==> config.mk <==
export PLATFORM = sky130hd
export DESIGN_NAME = half_period_rms_meter_core
export DESIGN_NICKNAME = d
export VERILOG_FILES = /design/src/rtl/core/hprm_pkg.sv /design/src/rtl/core/hprm_mul.sv /design/src/rtl/core/hprm_csub.sv /design/src/rtl/core/hprm_seq.sv /design/src/rtl/core/half_period_rms_meter_core.sv
export SDC_FILE = /design/constraint.sdc
export NUM_CORES = 2
export LEC_CHECK = 0
export BUFFER_PORTS_ARGS = -buffer_cell sky130_fd_sc_hd__buf_2
export CAP_MARGIN = 20
export CORE_MARGIN = 2
export CORE_UTILIZATION = 40
export DETAILED_ROUTE_END_ITERATION = 10
export PLACE_DENSITY = 0.59
export SYNTH_ARGS = -nofsm -noshare
export SYNTH_HDL_FRONTEND = slang
export SYNTH_SLANG_ARGS = --single-unit
==> constraint.sdc <==
create_clock -name i_clk -period 9.2 [get_ports i_clk]
set_input_delay 0.46 -clock i_clk [delete_from_list [all_inputs] [get_ports i_clk]]
set_output_delay 0.46 -clock i_clk [all_outputs]
set_load 0.03 [all_outputs]
==> src/rtl/core/hprm_pkg.sv <==
// ----------------------------------------------------------------------------
// hprm_pkg
// Types and fixed constants of the half-period RMS meter.
// ----------------------------------------------------------------------------
`default_nettype none

package hprm_pkg;

    // Field and datapath widths
    localparam int RATE_W   = 20;
    localparam int FREQ_W   = 20;
    localparam int RMS_W    = 16;
    localparam int SUM_W    = 64;
    localparam int CNT_W    = 32;
    localparam int MUL_W    = 32;
    localparam int PROD_W   = 2 * MUL_W;
    localparam int LIMIT_W  = 30;               // 1000 * (2^20 - 1) < 2^30
    localparam int PART_W   = MUL_W + FREQ_W;   // one partial product of sum * freq
    localparam int NUM_W    = SUM_W + FREQ_W;   // full numerator sum * freq
    localparam int QUO_W    = 32;               // quotient kept for the root
    localparam int CSUB_W   = QUO_W + 1;
    localparam int STEP_W   = 5;

    // Fixed values
    localparam int                LIMIT_SCALE = 1000;
    localparam logic [RATE_W-1:0] RATE_RESET  = RATE_W'(10000);
    localparam logic [RMS_W-1:0]  RMS_MAX     = '1;
    localparam int                DIV_STEPS   = QUO_W;
    localparam int                SQRT_STEPS  = QUO_W / 2;
    localparam logic [QUO_W-1:0]  SQRT_BIT0   = QUO_W'(1) << (QUO_W - 2);

    // Sequencer states
    typedef enum logic [3:0] {
        S_IDLE,
        S_SQ,
        S_LIM,
        S_CNT,
        S_CMP,
        S_PL,
        S_PH,
        S_SAT,
        S_DIV,
        S_SQRT,
        S_FIN,
        S_DONE
    } t_state;

    // Operand selection of the shared multiplier
    typedef enum logic [2:0] {
        MS_SQ,
        MS_LIM,
        MS_CNT,
        MS_SLO,
        MS_SHI
    } t_mul_sel;

    // Sequencer to datapath
    typedef struct packed {
        logic     idle;
        t_mul_sel mul_sel;
        logic     ld_term;
        logic     ld_sum;
        logic     chk_close;
        logic     ld_plo;
        logic     ld_phi;
        logic     chk_sat;
        logic     div_step;
        logic     sqrt_step;
        logic     fin;
        logic     emit;
    } t_ctl;

    // Datapath to sequencer
    typedef struct packed {
        logic in_acc;
        logic close;
        logic sat;
        logic out_free;
    } t_sts;

endpackage

`default_nettype wire

==> src/rtl/core/hprm_mul.sv <==
// ----------------------------------------------------------------------------
// hprm_mul
// Shared 32x32 multiplier with a registered product.
// ----------------------------------------------------------------------------
`default_nettype none

module hprm_mul (
    input  wire logic                       i_clk,
    input  wire logic [hprm_pkg::MUL_W-1:0] i_a,
    input  wire logic [hprm_pkg::MUL_W-1:0] i_b,
    output logic [hprm_pkg::PROD_W-1:0]     o_prod
);
    import hprm_pkg::*;

    logic [PROD_W-1:0] r_prod;

    // Register every product; the sequencer picks it up in the following cycle
    always_ff @(posedge i_clk) begin
        r_prod <= PROD_W'(i_a) * PROD_W'(i_b);
    end

    assign o_prod = r_prod;

endmodule

`default_nettype wire

==> src/rtl/core/hprm_csub.sv <==
// ----------------------------------------------------------------------------
// hprm_csub
// Shared compare-and-subtract unit for division and square root steps.
// ----------------------------------------------------------------------------
`default_nettype none

module hprm_csub (
    input  wire logic [hprm_pkg::CSUB_W-1:0] i_a,
    input  wire logic [hprm_pkg::CSUB_W-1:0] i_b,
    output logic                             o_ge,
    output logic [hprm_pkg::CSUB_W-1:0]      o_diff
);
    import hprm_pkg::*;

    logic [CSUB_W:0] wide_diff;

    // One subtract; the borrow gives the compare
    assign wide_diff = {1'b0, i_a} - {1'b0, i_b};
    assign o_ge      = ~wide_diff[CSUB_W];
    assign o_diff    = wide_diff[CSUB_W-1:0];

endmodule

`default_nettype wire

==> src/rtl/core/hprm_seq.sv <==
// ----------------------------------------------------------------------------
// hprm_seq
// Sequencer: steps one request through the shared multiplier and the
// compare-subtract unit.
// ----------------------------------------------------------------------------
`default_nettype none

module hprm_seq (
    input  wire logic          i_clk,
    input  wire logic          i_rst_n,
    input  wire hprm_pkg::t_sts i_sts,
    output hprm_pkg::t_ctl     o_ctl
);
    import hprm_pkg::*;

    t_state             r_state;
    t_state             n_state;
    logic [STEP_W-1:0]  r_step;
    logic [STEP_W-1:0]  n_step;
    logic               step_last;

    assign step_last = (r_step == '0);

    // Next state
    always_comb begin
        n_state = r_state;
        unique case (r_state)
            S_IDLE: begin
                if (i_sts.in_acc) begin
                    n_state = S_SQ;
                end
            end
            S_SQ:   n_state = S_LIM;
            S_LIM:  n_state = S_CNT;
            S_CNT:  n_state = S_CMP;
            S_CMP:  n_state = i_sts.close ? S_PL : S_DONE;
            S_PL:   n_state = S_PH;
            S_PH:   n_state = S_SAT;
            S_SAT:  n_state = i_sts.sat ? S_FIN : S_DIV;
            S_DIV: begin
                if (step_last) begin
                    n_state = S_SQRT;
                end
            end
            S_SQRT: begin
                if (step_last) begin
                    n_state = S_FIN;
                end
            end
            S_FIN:  n_state = S_DONE;
            S_DONE: begin
                if (i_sts.out_free) begin
                    n_state = S_IDLE;
                end
            end
            default: n_state = S_IDLE;
        endcase
    end

    // Step counter for the iterative phases
    always_comb begin
        n_step = r_step;
        priority if (r_state == S_SAT) begin
            n_step = STEP_W'(DIV_STEPS - 1);
        end else if (r_state == S_DIV && step_last) begin
            n_step = STEP_W'(SQRT_STEPS - 1);
        end else if (r_state == S_DIV || r_state == S_SQRT) begin
            n_step = r_step - 1'b1;
        end
    end

    always_ff @(posedge i_clk) begin
        if (!i_rst_n) begin
            r_state <= S_IDLE;
            r_step  <= '0;
        end else begin
            r_state <= n_state;
            r_step  <= n_step;
        end
    end

    // Outputs decoded from the state
    always_comb begin
        o_ctl           = '0;
        o_ctl.mul_sel   = MS_SQ;
        unique case (r_state)
            S_IDLE: o_ctl.idle = 1'b1;
            S_SQ:   o_ctl.mul_sel = MS_SQ;
            S_LIM: begin
                o_ctl.mul_sel = MS_LIM;
                o_ctl.ld_term = 1'b1;
            end
            S_CNT: begin
                o_ctl.mul_sel = MS_CNT;
                o_ctl.ld_sum  = 1'b1;
            end
            S_CMP: begin
                o_ctl.mul_sel   = MS_SLO;
                o_ctl.chk_close = 1'b1;
            end
            S_PL: begin
                o_ctl.mul_sel = MS_SHI;
                o_ctl.ld_plo  = 1'b1;
            end
            S_PH:   o_ctl.ld_phi    = 1'b1;
            S_SAT:  o_ctl.chk_sat   = 1'b1;
            S_DIV:  o_ctl.div_step  = 1'b1;
            S_SQRT: o_ctl.sqrt_step = 1'b1;
            S_FIN:  o_ctl.fin       = 1'b1;
            S_DONE: o_ctl.emit      = i_sts.out_free;
            default: o_ctl.idle     = 1'b0;
        endcase
    end

endmodule

`default_nettype wire

==> src/rtl/core/half_period_rms_meter_core.sv <==
// ----------------------------------------------------------------------------
// half_period_rms_meter_core
// Half-period RMS meter: trapezoid sum of squares over a window of half the
// signal period, then floor(sqrt(freq * sum / (1000 * rate))) per window.
// ----------------------------------------------------------------------------
//  channel   direction  handshake               payload
//  in        sink       i_in_valid / o_in_stall  i_sample, i_freq_mhz
//  out       source     o_out_valid / i_out_stall o_rms_value, o_new_value
//  cfg       sink       i_cfg_valid / o_cfg_ready i_cfg_data (sample_rate_hz)
//
//  A request is worked on to its end before the next one is accepted; the
//  block is ready again in the cycle in which its result appears. The work
//  runs through the shared multiplier (up to five products per request) and,
//  when a window closes and the root does not saturate, through the
//  compare-subtract unit: 32 division steps, then 16 square root steps.
//  Reset is synchronous and active low; it clears the sum, count, held value
//  and sets the rate to 10000. A stalled result is held in the output
//  register while the next request is accepted and worked on. An offered
//  rate write stalls the input for that cycle.
// ----------------------------------------------------------------------------
`default_nettype none

module half_period_rms_meter_core #(
    parameter int SAMPLE_WIDTH = 16
) (
    input  wire logic                              i_clk,
    input  wire logic                              i_rst_n,
    // input requests
    input  wire logic                              i_in_valid,
    output logic                                   o_in_stall,
    input  wire logic signed [SAMPLE_WIDTH-1:0]    i_sample,
    input  wire logic [hprm_pkg::FREQ_W-1:0]       i_freq_mhz,
    // results
    output logic                                   o_out_valid,
    input  wire logic                              i_out_stall,
    output logic [hprm_pkg::RMS_W-1:0]             o_rms_value,
    output logic                                   o_new_value,
    // rate register
    input  wire logic                              i_cfg_valid,
    output logic                                   o_cfg_ready,
    input  wire logic [hprm_pkg::RATE_W-1:0]       i_cfg_data
);
    import hprm_pkg::*;

    t_ctl ctl;
    t_sts sts;

    // Architectural state
    logic [RATE_W-1:0]       r_rate;
    logic [SUM_W-1:0]        r_prev_sq;
    logic [SUM_W-1:0]        r_sum;
    logic [CNT_W-1:0]        r_count;
    logic [RMS_W-1:0]        r_held;
    logic                    r_out_valid;
    logic [RMS_W-1:0]        r_out_rms;
    logic                    r_out_new;

    // Working registers of one request
    logic [SAMPLE_WIDTH-1:0] r_mag;
    logic [FREQ_W-1:0]       r_freq;
    logic [SUM_W-1:0]        r_term;
    logic [LIMIT_W-1:0]      r_limit;
    logic                    r_new;
    logic [NUM_W-1:0]        r_num;
    logic [LIMIT_W-1:0]      r_rem;
    logic [QUO_W-1:0]        r_quo;
    logic [QUO_W-1:0]        r_res;
    logic [QUO_W-1:0]        r_bit;

    logic                    in_acc;
    logic                    out_acc;
    logic [SAMPLE_WIDTH-1:0] mag_in;
    logic [RATE_W-1:0]       rate_eff;
    logic [MUL_W-1:0]        mul_a;
    logic [MUL_W-1:0]        mul_b;
    logic [PROD_W-1:0]       prod;
    logic [SUM_W:0]          sum_add;
    logic [CSUB_W-1:0]       csub_a;
    logic [CSUB_W-1:0]       csub_b;
    logic                    csub_ge;
    logic [CSUB_W-1:0]       csub_diff;
    logic [PART_W-1:0]       num_hi_add;

    // Handshakes; a rate write goes ahead of a request
    assign in_acc      = i_in_valid & ~o_in_stall;
    assign out_acc     = r_out_valid & ~i_out_stall;
    assign o_in_stall  = ~ctl.idle | i_cfg_valid;
    assign o_cfg_ready = ctl.idle;

    assign sts.in_acc   = in_acc;
    assign sts.close    = {prod[PART_W-1:0], 1'b0} >= (PART_W + 1)'(r_limit);
    assign sts.sat      = r_num[NUM_W-1:QUO_W] >= PART_W'(r_limit);
    assign sts.out_free = ~r_out_valid | ~i_out_stall;

    // Magnitude of the two's complement sample
    assign mag_in = i_sample[SAMPLE_WIDTH-1] ? SAMPLE_WIDTH'(-$unsigned(i_sample))
                                             : SAMPLE_WIDTH'($unsigned(i_sample));

    // A zero rate acts as one
    assign rate_eff = (r_rate == '0) ? RATE_W'(1) : r_rate;

    // Multiplier operand select
    always_comb begin
        mul_a = '0;
        mul_b = '0;
        unique case (ctl.mul_sel)
            MS_SQ: begin
                mul_a = MUL_W'(r_mag);
                mul_b = MUL_W'(r_mag);
            end
            MS_LIM: begin
                mul_a = MUL_W'(rate_eff);
                mul_b = MUL_W'(LIMIT_SCALE);
            end
            MS_CNT: begin
                mul_a = r_count;
                mul_b = MUL_W'(r_freq);
            end
            MS_SLO: begin
                mul_a = r_sum[MUL_W-1:0];
                mul_b = MUL_W'(r_freq);
            end
            MS_SHI: begin
                mul_a = r_sum[SUM_W-1:MUL_W];
                mul_b = MUL_W'(r_freq);
            end
            default: begin
                mul_a = '0;
                mul_b = '0;
            end
        endcase
    end

    hprm_mul u_mul (
        .i_clk  (i_clk),
        .i_a    (mul_a),
        .i_b    (mul_b),
        .o_prod (prod)
    );

    // Compare-subtract operands: a division step or a root step
    assign csub_a = ctl.sqrt_step ? {1'b0, r_quo} : {2'b00, r_rem, r_quo[QUO_W-1]};
    assign csub_b = ctl.sqrt_step ? {1'b0, r_res | r_bit} : {3'b000, r_limit};

    hprm_csub u_csub (
        .i_a    (csub_a),
        .i_b    (csub_b),
        .o_ge   (csub_ge),
        .o_diff (csub_diff)
    );

    assign sum_add    = {1'b0, r_sum} + {1'b0, r_term};
    assign num_hi_add = prod[PART_W-1:0] + r_num[NUM_W-1:QUO_W];

    hprm_seq u_seq (
        .i_clk   (i_clk),
        .i_rst_n (i_rst_n),
        .i_sts   (sts),
        .o_ctl   (ctl)
    );

    // Rate register, sum, count, held value and result register
    always_ff @(posedge i_clk) begin
        if (!i_rst_n) begin
            r_rate      <= RATE_RESET;
            r_prev_sq   <= '0;
            r_sum       <= '0;
            r_count     <= '0;
            r_held      <= '0;
            r_out_valid <= 1'b0;
        end else begin
            if (i_cfg_valid && o_cfg_ready) begin
                r_rate <= i_cfg_data;
            end
            if (ctl.ld_term) begin
                r_prev_sq <= prod;
            end
            // Saturate the running sum
            if (ctl.ld_sum) begin
                r_sum <= sum_add[SUM_W] ? '1 : sum_add[SUM_W-1:0];
            end
            // Window still open: advance the count, saturating
            if (ctl.chk_close && !sts.close && r_count != '1) begin
                r_count <= r_count + 1'b1;
            end
            if (ctl.fin) begin
                r_held  <= r_res[RMS_W-1:0];
                r_sum   <= '0;
                r_count <= CNT_W'(1);
            end
            if (ctl.emit) begin
                r_out_valid <= 1'b1;
            end else if (out_acc) begin
                r_out_valid <= 1'b0;
            end
        end
    end

    // Working registers
    always_ff @(posedge i_clk) begin
        if (in_acc) begin
            r_mag  <= mag_in;
            r_freq <= i_freq_mhz;
        end
        if (ctl.ld_term) begin
            r_term <= prod + r_prev_sq;
        end
        if (ctl.ld_sum) begin
            r_limit <= prod[LIMIT_W-1:0];
        end
        if (ctl.chk_close) begin
            r_new <= sts.close;
        end
        // Assemble sum * freq from its two partial products
        if (ctl.ld_plo) begin
            r_num <= NUM_W'(prod[PART_W-1:0]);
        end
        if (ctl.ld_phi) begin
            r_num[NUM_W-1:QUO_W] <= num_hi_add;
        end
        // A quotient of 2^32 or more gives a root that saturates
        if (ctl.chk_sat) begin
            r_rem <= r_num[QUO_W+LIMIT_W-1:QUO_W];
            r_quo <= r_num[QUO_W-1:0];
            r_res <= sts.sat ? QUO_W'(RMS_MAX) : '0;
            r_bit <= SQRT_BIT0;
        end
        // Restoring division, one quotient bit per step
        if (ctl.div_step) begin
            r_rem <= csub_ge ? csub_diff[LIMIT_W-1:0]
                             : {r_rem[LIMIT_W-2:0], r_quo[QUO_W-1]};
            r_quo <= {r_quo[QUO_W-2:0], csub_ge};
        end
        // Digit-by-digit square root, one result bit per step
        if (ctl.sqrt_step) begin
            if (csub_ge) begin
                r_quo <= csub_diff[QUO_W-1:0];
                r_res <= (r_res >> 1) | r_bit;
            end else begin
                r_res <= r_res >> 1;
            end
            r_bit <= r_bit >> 2;
        end
        if (ctl.emit) begin
            r_out_rms <= r_held;
            r_out_new <= r_new;
        end
    end

    assign o_out_valid = r_out_valid;
    assign o_rms_value = r_out_rms;
    assign o_new_value = r_out_new;

endmodule

`default_nettype wire

; Word level (Yosys, flattened, before mapping)
; Cells that the tools add are included.
[op_classes]
n_addsub = 7
n_mul = 1
div_mod_pow = 0
magnitude_cmp = 2
eq_ne = 20
shifts = 0
muxes = 48
bitwise_logic = 12
n_reduce_logical = 19
[op_table]
columns = op, count
row1 = $mux W32, 8
row2 = $pmux W32 S5, 1
row3 = $mux W30, 3
row4 = $mux W84, 1
row5 = $add A64 B64 Y65, 1
row6 = $add A64 B64 Y64, 1
row7 = $mux W64, 1
row8 = $pmux W20 S3, 1
row9 = $mux W29, 2
row10 = $ge A53 B30 Y1, 1
row11 = $add A52 B52 Y52, 1
row12 = $ge A52 B30 Y1, 1
row13 = $mul A32 B20 Y52, 1
row14 = $mux W52, 1
row15 = $pmux W4 S12, 1
row16 = $sub A32 B32 Y33, 1
row17 = $add A32 B1 Y32 const B, 1
row18 = $ne A32 B32 Y1 const B, 1
row19 = $or A32 B31 Y32, 1
row20 = $mux W31, 1
row21 = $or A31 B31 Y31, 1
row22 = $logic_not A20 Y1, 1
row23 = $mux W20, 1
row24 = $mux W4, 5
row25 = 31 further kinds, 71
[totals]
reg_bits = 612
latchBits = 0
ram_bits = 0
romBits = 0
input_bits = 61
output_inout_bits = 20
elab_cells = 134
memories = 0

; Logic depth before layout (Yosys ltp)
[logic_depth]
ltp_word = 8
ltp_mapped = 35
depth_no_buf = 32

; Hierarchy
; A second synthesis with hierarchy kept.
[hier_totals]
hier_cells = 7721
area_unflattened_um2 = 70735.3
[by_module_without_submodules]
columns = module, instances, cells_per_inst, area_per_inst_um2
row1 = hprm_mul, 1, 3746, 34620.7
row2 = half_period_rms_meter_core, 1, 3628, 33634.8
row3 = hprm_csub, 1, 261, 1818.0
row4 = hprm_seq, 1, 86, 661.9

; Worst setup path after synthesis
; No wires, ideal clock.
[synth_path]
path_kind = flip-flop to flip-flop
start = register u_seq.r_state[0]
end = register u_mul.r_prod[48] (netlist: u_mul.o_prod[48])
setup_time_ns = 0.121
arrival_time_ns = 8.661
path_slack_ns = 0.418
stages_incl_launch_ff = 31
n_path_buf = 2
synth_period_minus_slack_ns = 8.782
cell_sequence = dfxtp_1 -> buf_2 -> nand2_1 -> o21a_1 -> nor2_1 -> nor2_1 -> clkbuf_1 -> a221oi_1 -> nor2_1 -> fa_1 -> inv_1 -> fa_1 -> fa_1 -> inv_1 -> fa_1 -> fa_1 -> fa_1 -> inv_1 -> fa_1 -> inv_1 -> ha_1 -> a21oi_1 -> o31ai_1 -> a2111oi_0 -> o21ai_0 -> a2111o_1 -> a41o_1 -> a31o_4 -> a221oi_4 -> o21bai_2 -> xor2_1
[synth_between]
elab_chain_len = 6
elab_cells_between_ends = 14
classes_between = mul (1) / eq/ne (8) / mux (3) / reduce/logical (2)
[synth_lines]
columns = item, line
row1 = from (decl), hprm_seq.sv:16  ; t_state r_state;
row2 = from (signal assigned), hprm_seq.sv:77  ; r_state <= n_state;
row3 = $eq A4 B3 Y1 / $eq A4 B2 Y1 (equally long branches), hprm_seq.sv:86  ; unique case (r_state)
row4 = $pmux W3 S4 (*), hprm_seq.sv:86
row5 = $eq A3 B3 Y1 / $eq A3 B2 Y1 (equally long branches), half_period_rms_meter_core.sv:106  ; unique case (ctl.mul_sel)
row6 = $reduce_or A3 Y1 (no line), --
row7 = $pmux W20 S3, half_period_rms_meter_core.sv:106
row8 = $mul A32 B20 Y52 (*), hprm_mul.sv:19  ; r_prod <= PROD_W'(i_a) * PROD_W'(i_b);
row9 = to (signal assigned), hprm_mul.sv:19
row10 = to (decl), hprm_mul.sv:15  ; logic [PROD_W-1:0] r_prod;
; Mark *: on every way between the ends. The rest lies on a longest branch, timed or not.
; A chain may end at the register's enable or synchronous reset.

; Worst setup path after layout
[layout_path]
start = register u_seq.r_state[3]
end = register u_mul.r_prod[51] (netlist: u_mul.o_prod[51])
; Same word-level chain as after synthesis.

==> results.sh <==
export IMPL_slowest_stage="fa_1"
export IMPL_drc_errors=0
export IMPL_place_congestion=0.978
export IMPL_die_y_um=373
export IMPL_vias=46395
export IMPL_dieWidth_um=373
export IMPL_yosysWarnings=0
export IMPL_finClkSkew_ps=29.0
export IMPL_setup_ws_ps=193
export IMPL_crit_arrival_ps=9550
export IMPL_syn_inst=6266
export IMPL_io_pins=81
export IMPL_root_buffer="clkbuf_16"
export IMPL_first_global_vias=46084
export IMPL_hold_class="in2reg"
export IMPL_antenna_found_initial=11
export IMPL_drive_above_1_share=0.0845
export IMPL_synth_area_um2=54300
export IMPL_cts_buffers=70
export IMPL_synth_edff_count=297
export IMPL_path_max_fanout=8
export IMPL_synth_area_per_cell_um2=8.67
export IMPL_fin_nets=7406
export IMPL_critPathTopFamily="adder cells"
export IMPL_timing_setup_tns_ps=0
export IMPL_critPathMaxStageDelay_ps=580
export IMPL_ys_flop_type="edfxtp_1"
export IMPL_htree_levels=3
export IMPL_clock_sinks=576
export IMPL_area_growth_pct=11.9
export IMPL_final_cell_area_um2=60800
export IMPL_period_needed_ps=9010
export IMPL_slew_headroom=0.194
export IMPL_path_clk_slew_ps=60
export IMPL_overflow=0
export IMPL_required_ps=9740
export IMPL_crit_top_cell="fa_1"
export IMPL_cp_num_buf_inv=9
export IMPL_final_antenna_net_count=0
export IMPL_grt_max_degree=96
export IMPL_setup_violations=0
export IMPL_die_area_um2=139000
export IMPL_max_freq_ghz=0.111
export IMPL_worst_skew_pair_late_latency_ps=680
export IMPL_synth_ff_latch_count=576
export IMPL_status="finished, final reports clean"
export IMPL_place_hpwl_mm=150
export IMPL_place_ws_ps=1.79
export IMPL_ys_types=104
export IMPL_worst_setup_path_type="reg2reg"
export IMPL_drt_initial_drc_count=3653
export IMPL_synthArstFlopShare=0
export IMPL_port_buffers=80
export IMPL_tightestPinTransition_ps=1200
export IMPL_cts_buffer_depth=3
export IMPL_crit_path_start_kind="register"
export IMPL_hold_viol=0
export IMPL_num_rows=135
export IMPL_fp_coreArea_um2=135000
export IMPL_cts_tree="yes"
export IMPL_grt_pass1_wl_mm=284
export IMPL_final_max_slew_viol_count=0
export IMPL_placed_area_um2=57700
export IMPL_syn_nets=7278
export IMPL_grtUsageTotal=0.272
export IMPL_start_util=0.402
export IMPL_ys_seq_area_frac=0.267
export IMPL_drt_total_wl_mm=190
export IMPL_routed_via_density=5.63
export IMPL_crit_path_end_kind="register"
export IMPL_fin_crit_sh=0.979
export IMPL_wl_per_cell_um=23.0
export IMPL_drtPass1Iterations=6
export IMPL_cap_violations=0
## layer usage
metal | vias to the layer above | track usage | wire [um]
li1 | 21403 | - | -
met1 | 22980 | 0.352 | 79600
met2 | 1664 | 0.445 | 87900
met3 | 346 | 0.0494 | 13500
met4 | 2 | 0.113 | 8600
met5 | - | 0 | 14
## path summary, 6_finish.rpt
| check | startpoint | endpoint | slack [ps] | cells after the start |
|---|---|---|---|---|
| hold reg to reg | r_held[2] | o_rms_value[2] | 430 | 0 |
| hold / removal | i_cfg_data[6] | r_rate[6] | 40 | 3 |
| setup / recovery | u_seq.r_state[3] | u_mul.o_prod[51] | 190 | 32 |
| setup reg to reg | u_seq.r_state[3] | u_mul.o_prod[51] | 190 | 32 |
## kinds of logic (layout without fill, tap and decap cells)
kind of cell	count (synthesis)	in the layout	share of synthesized area
adders and majority gates	951	951	0.294
muxes	33	33	0.00608
AOI/OAI and AO/OA	1361	1361	0.157
other	0	13	0
xor gates and xnor gates	223	223	0.0359
buffers and inverters	1014	1199	0.0707
DFF	576	576	0.267
and+or+nand+nor	2108	2109	0.170
## tightest hold or removal path, cell delays in order
cell     delay, ps
buf_2          100
nand2_1         50
a21oi_1         50
## sequential cells by signal (all words and copies together) (netlist names), 30 cells and up
register	cells
r_count	32
r_limit	30
r_num	84
r_prev_sq	52
r_quo	32
r_rem	30
r_res	31
r_sum	64
r_term	53
u_mul.o_prod	52
## cells in the mapped netlist, types with 9 or more instances
cell type | count | share of area
and4_1 | 23 | 0.0037
and3_1 | 59 | 0.0068
and2_1 | 45 | 0.0052
fa_1 | 540 | 0.20
a21boi_0 | 11 | 0.0015
nand2b_1 | 33 | 0.0038
o21bai_1 | 39 | 0.0054
o21ai_0 | 268 | 0.025
a21oi_1 | 502 | 0.046
clkbuf_1 | 259 | 0.018
nand4_1 | 60 | 0.0069
inv_1 | 714 | 0.049
nor2b_1 | 31 | 0.0036
buf_1 | 18 | 0.0012
or4_1 | 14 | 0.0019
or3_1 | 47 | 0.0054
a311oi_1 | 9 | 0.0015
o211ai_1 | 29 | 0.0040
a221o_1 | 13 | 0.0024
o21a_1 | 31 | 0.0043
o31ai_1 | 26 | 0.0036
a21o_1 | 156 | 0.022
nor2_1 | 512 | 0.035
o2111ai_1 | 11 | 0.0018
edfxtp_1 | 297 | 0.16
buf_2 | 16 | 0.0015
nor4_1 | 30 | 0.0035
nor3_1 | 46 | 0.0042
xnor2_1 | 134 | 0.022
a31o_2 | 10 | 0.0016
dfxtp_1 | 279 | 0.10
ha_1 | 411 | 0.095
nand2_1 | 1078 | 0.074
a31oi_1 | 45 | 0.0052
xor2_1 | 89 | 0.014
o31a_1 | 9 | 0.0015
a211oi_1 | 42 | 0.0058
a221oi_1 | 15 | 0.0024
mux2i_1 | 33 | 0.0061
a22oi_1 | 50 | 0.0069
nand3_1 | 88 | 0.0081
## final cells by class
type	instances	area (um2)
clock inverter	35	425
antenna	13	32.5
timing repair buffer	353	2670
multi-input combinational	4677	36300
sequential	576	14500
inverter	716	2690
fill	13386	74300
clock buffer	95	1970
tap	1781	2230
## through the flow
stage / std cells / hold WS (ps) / util
6_report: 8246 / 37.7 / 0.450
5_1_grt: 8243 / 38.9 / 0.450
2_1_floorplan: 6266 / 400 / -
3_5_place_dp: 8055 / 415 / 0.427
3_3_place_gp: 8055 / 413 / 0.427
4_1_cts: 8218 / 3.01 / 0.447
## placed cells by master, fill, tap and decap left out, types with 13 or more instances in the layout
cell and count:
nand2_1 1069, inv_1 711, fa_1 540, nor2_1 503
a21oi_1 500, ha_1 410, edfxtp_1 297, dfxtp_1 273
o21ai_0 267, buf_4 229, a21o_1 156, xnor2_1 134
xor2_1 89, nand3_1 88, buf_2 80, clkbuf_16 74
nand4_1 60, and3_1 58, a22oi_1 47, or3_1 47
nor3_1 45, a31oi_1 45, and2_1 43, a211oi_1 42
o21bai_1 39, nand2b_1 32, o21a_1 31, mux2i_1 31
dlygate4sd3_1 31, nor2b_1 30, o211ai_1 29, o31ai_1 26
nor4_1 25, and4_1 22, clkbuf_1 16, or4_1 14
diode_2 13, clkinv_2 13
## timing repair
action / in CTS / in global routing
pin swaps: 1 / 9
hold buffers: 31 / 0
endpoints found under the setup margin: 3 / 9
endpoints found under the hold margin: 31 / 0
gates resized for setup: 4 / 51
setup buffers: 2 / 11
cloned: 0 / 2
Power is not shown: default switching activity piles up to over one toggle a cycle in this logic, so the estimate is an artifact.
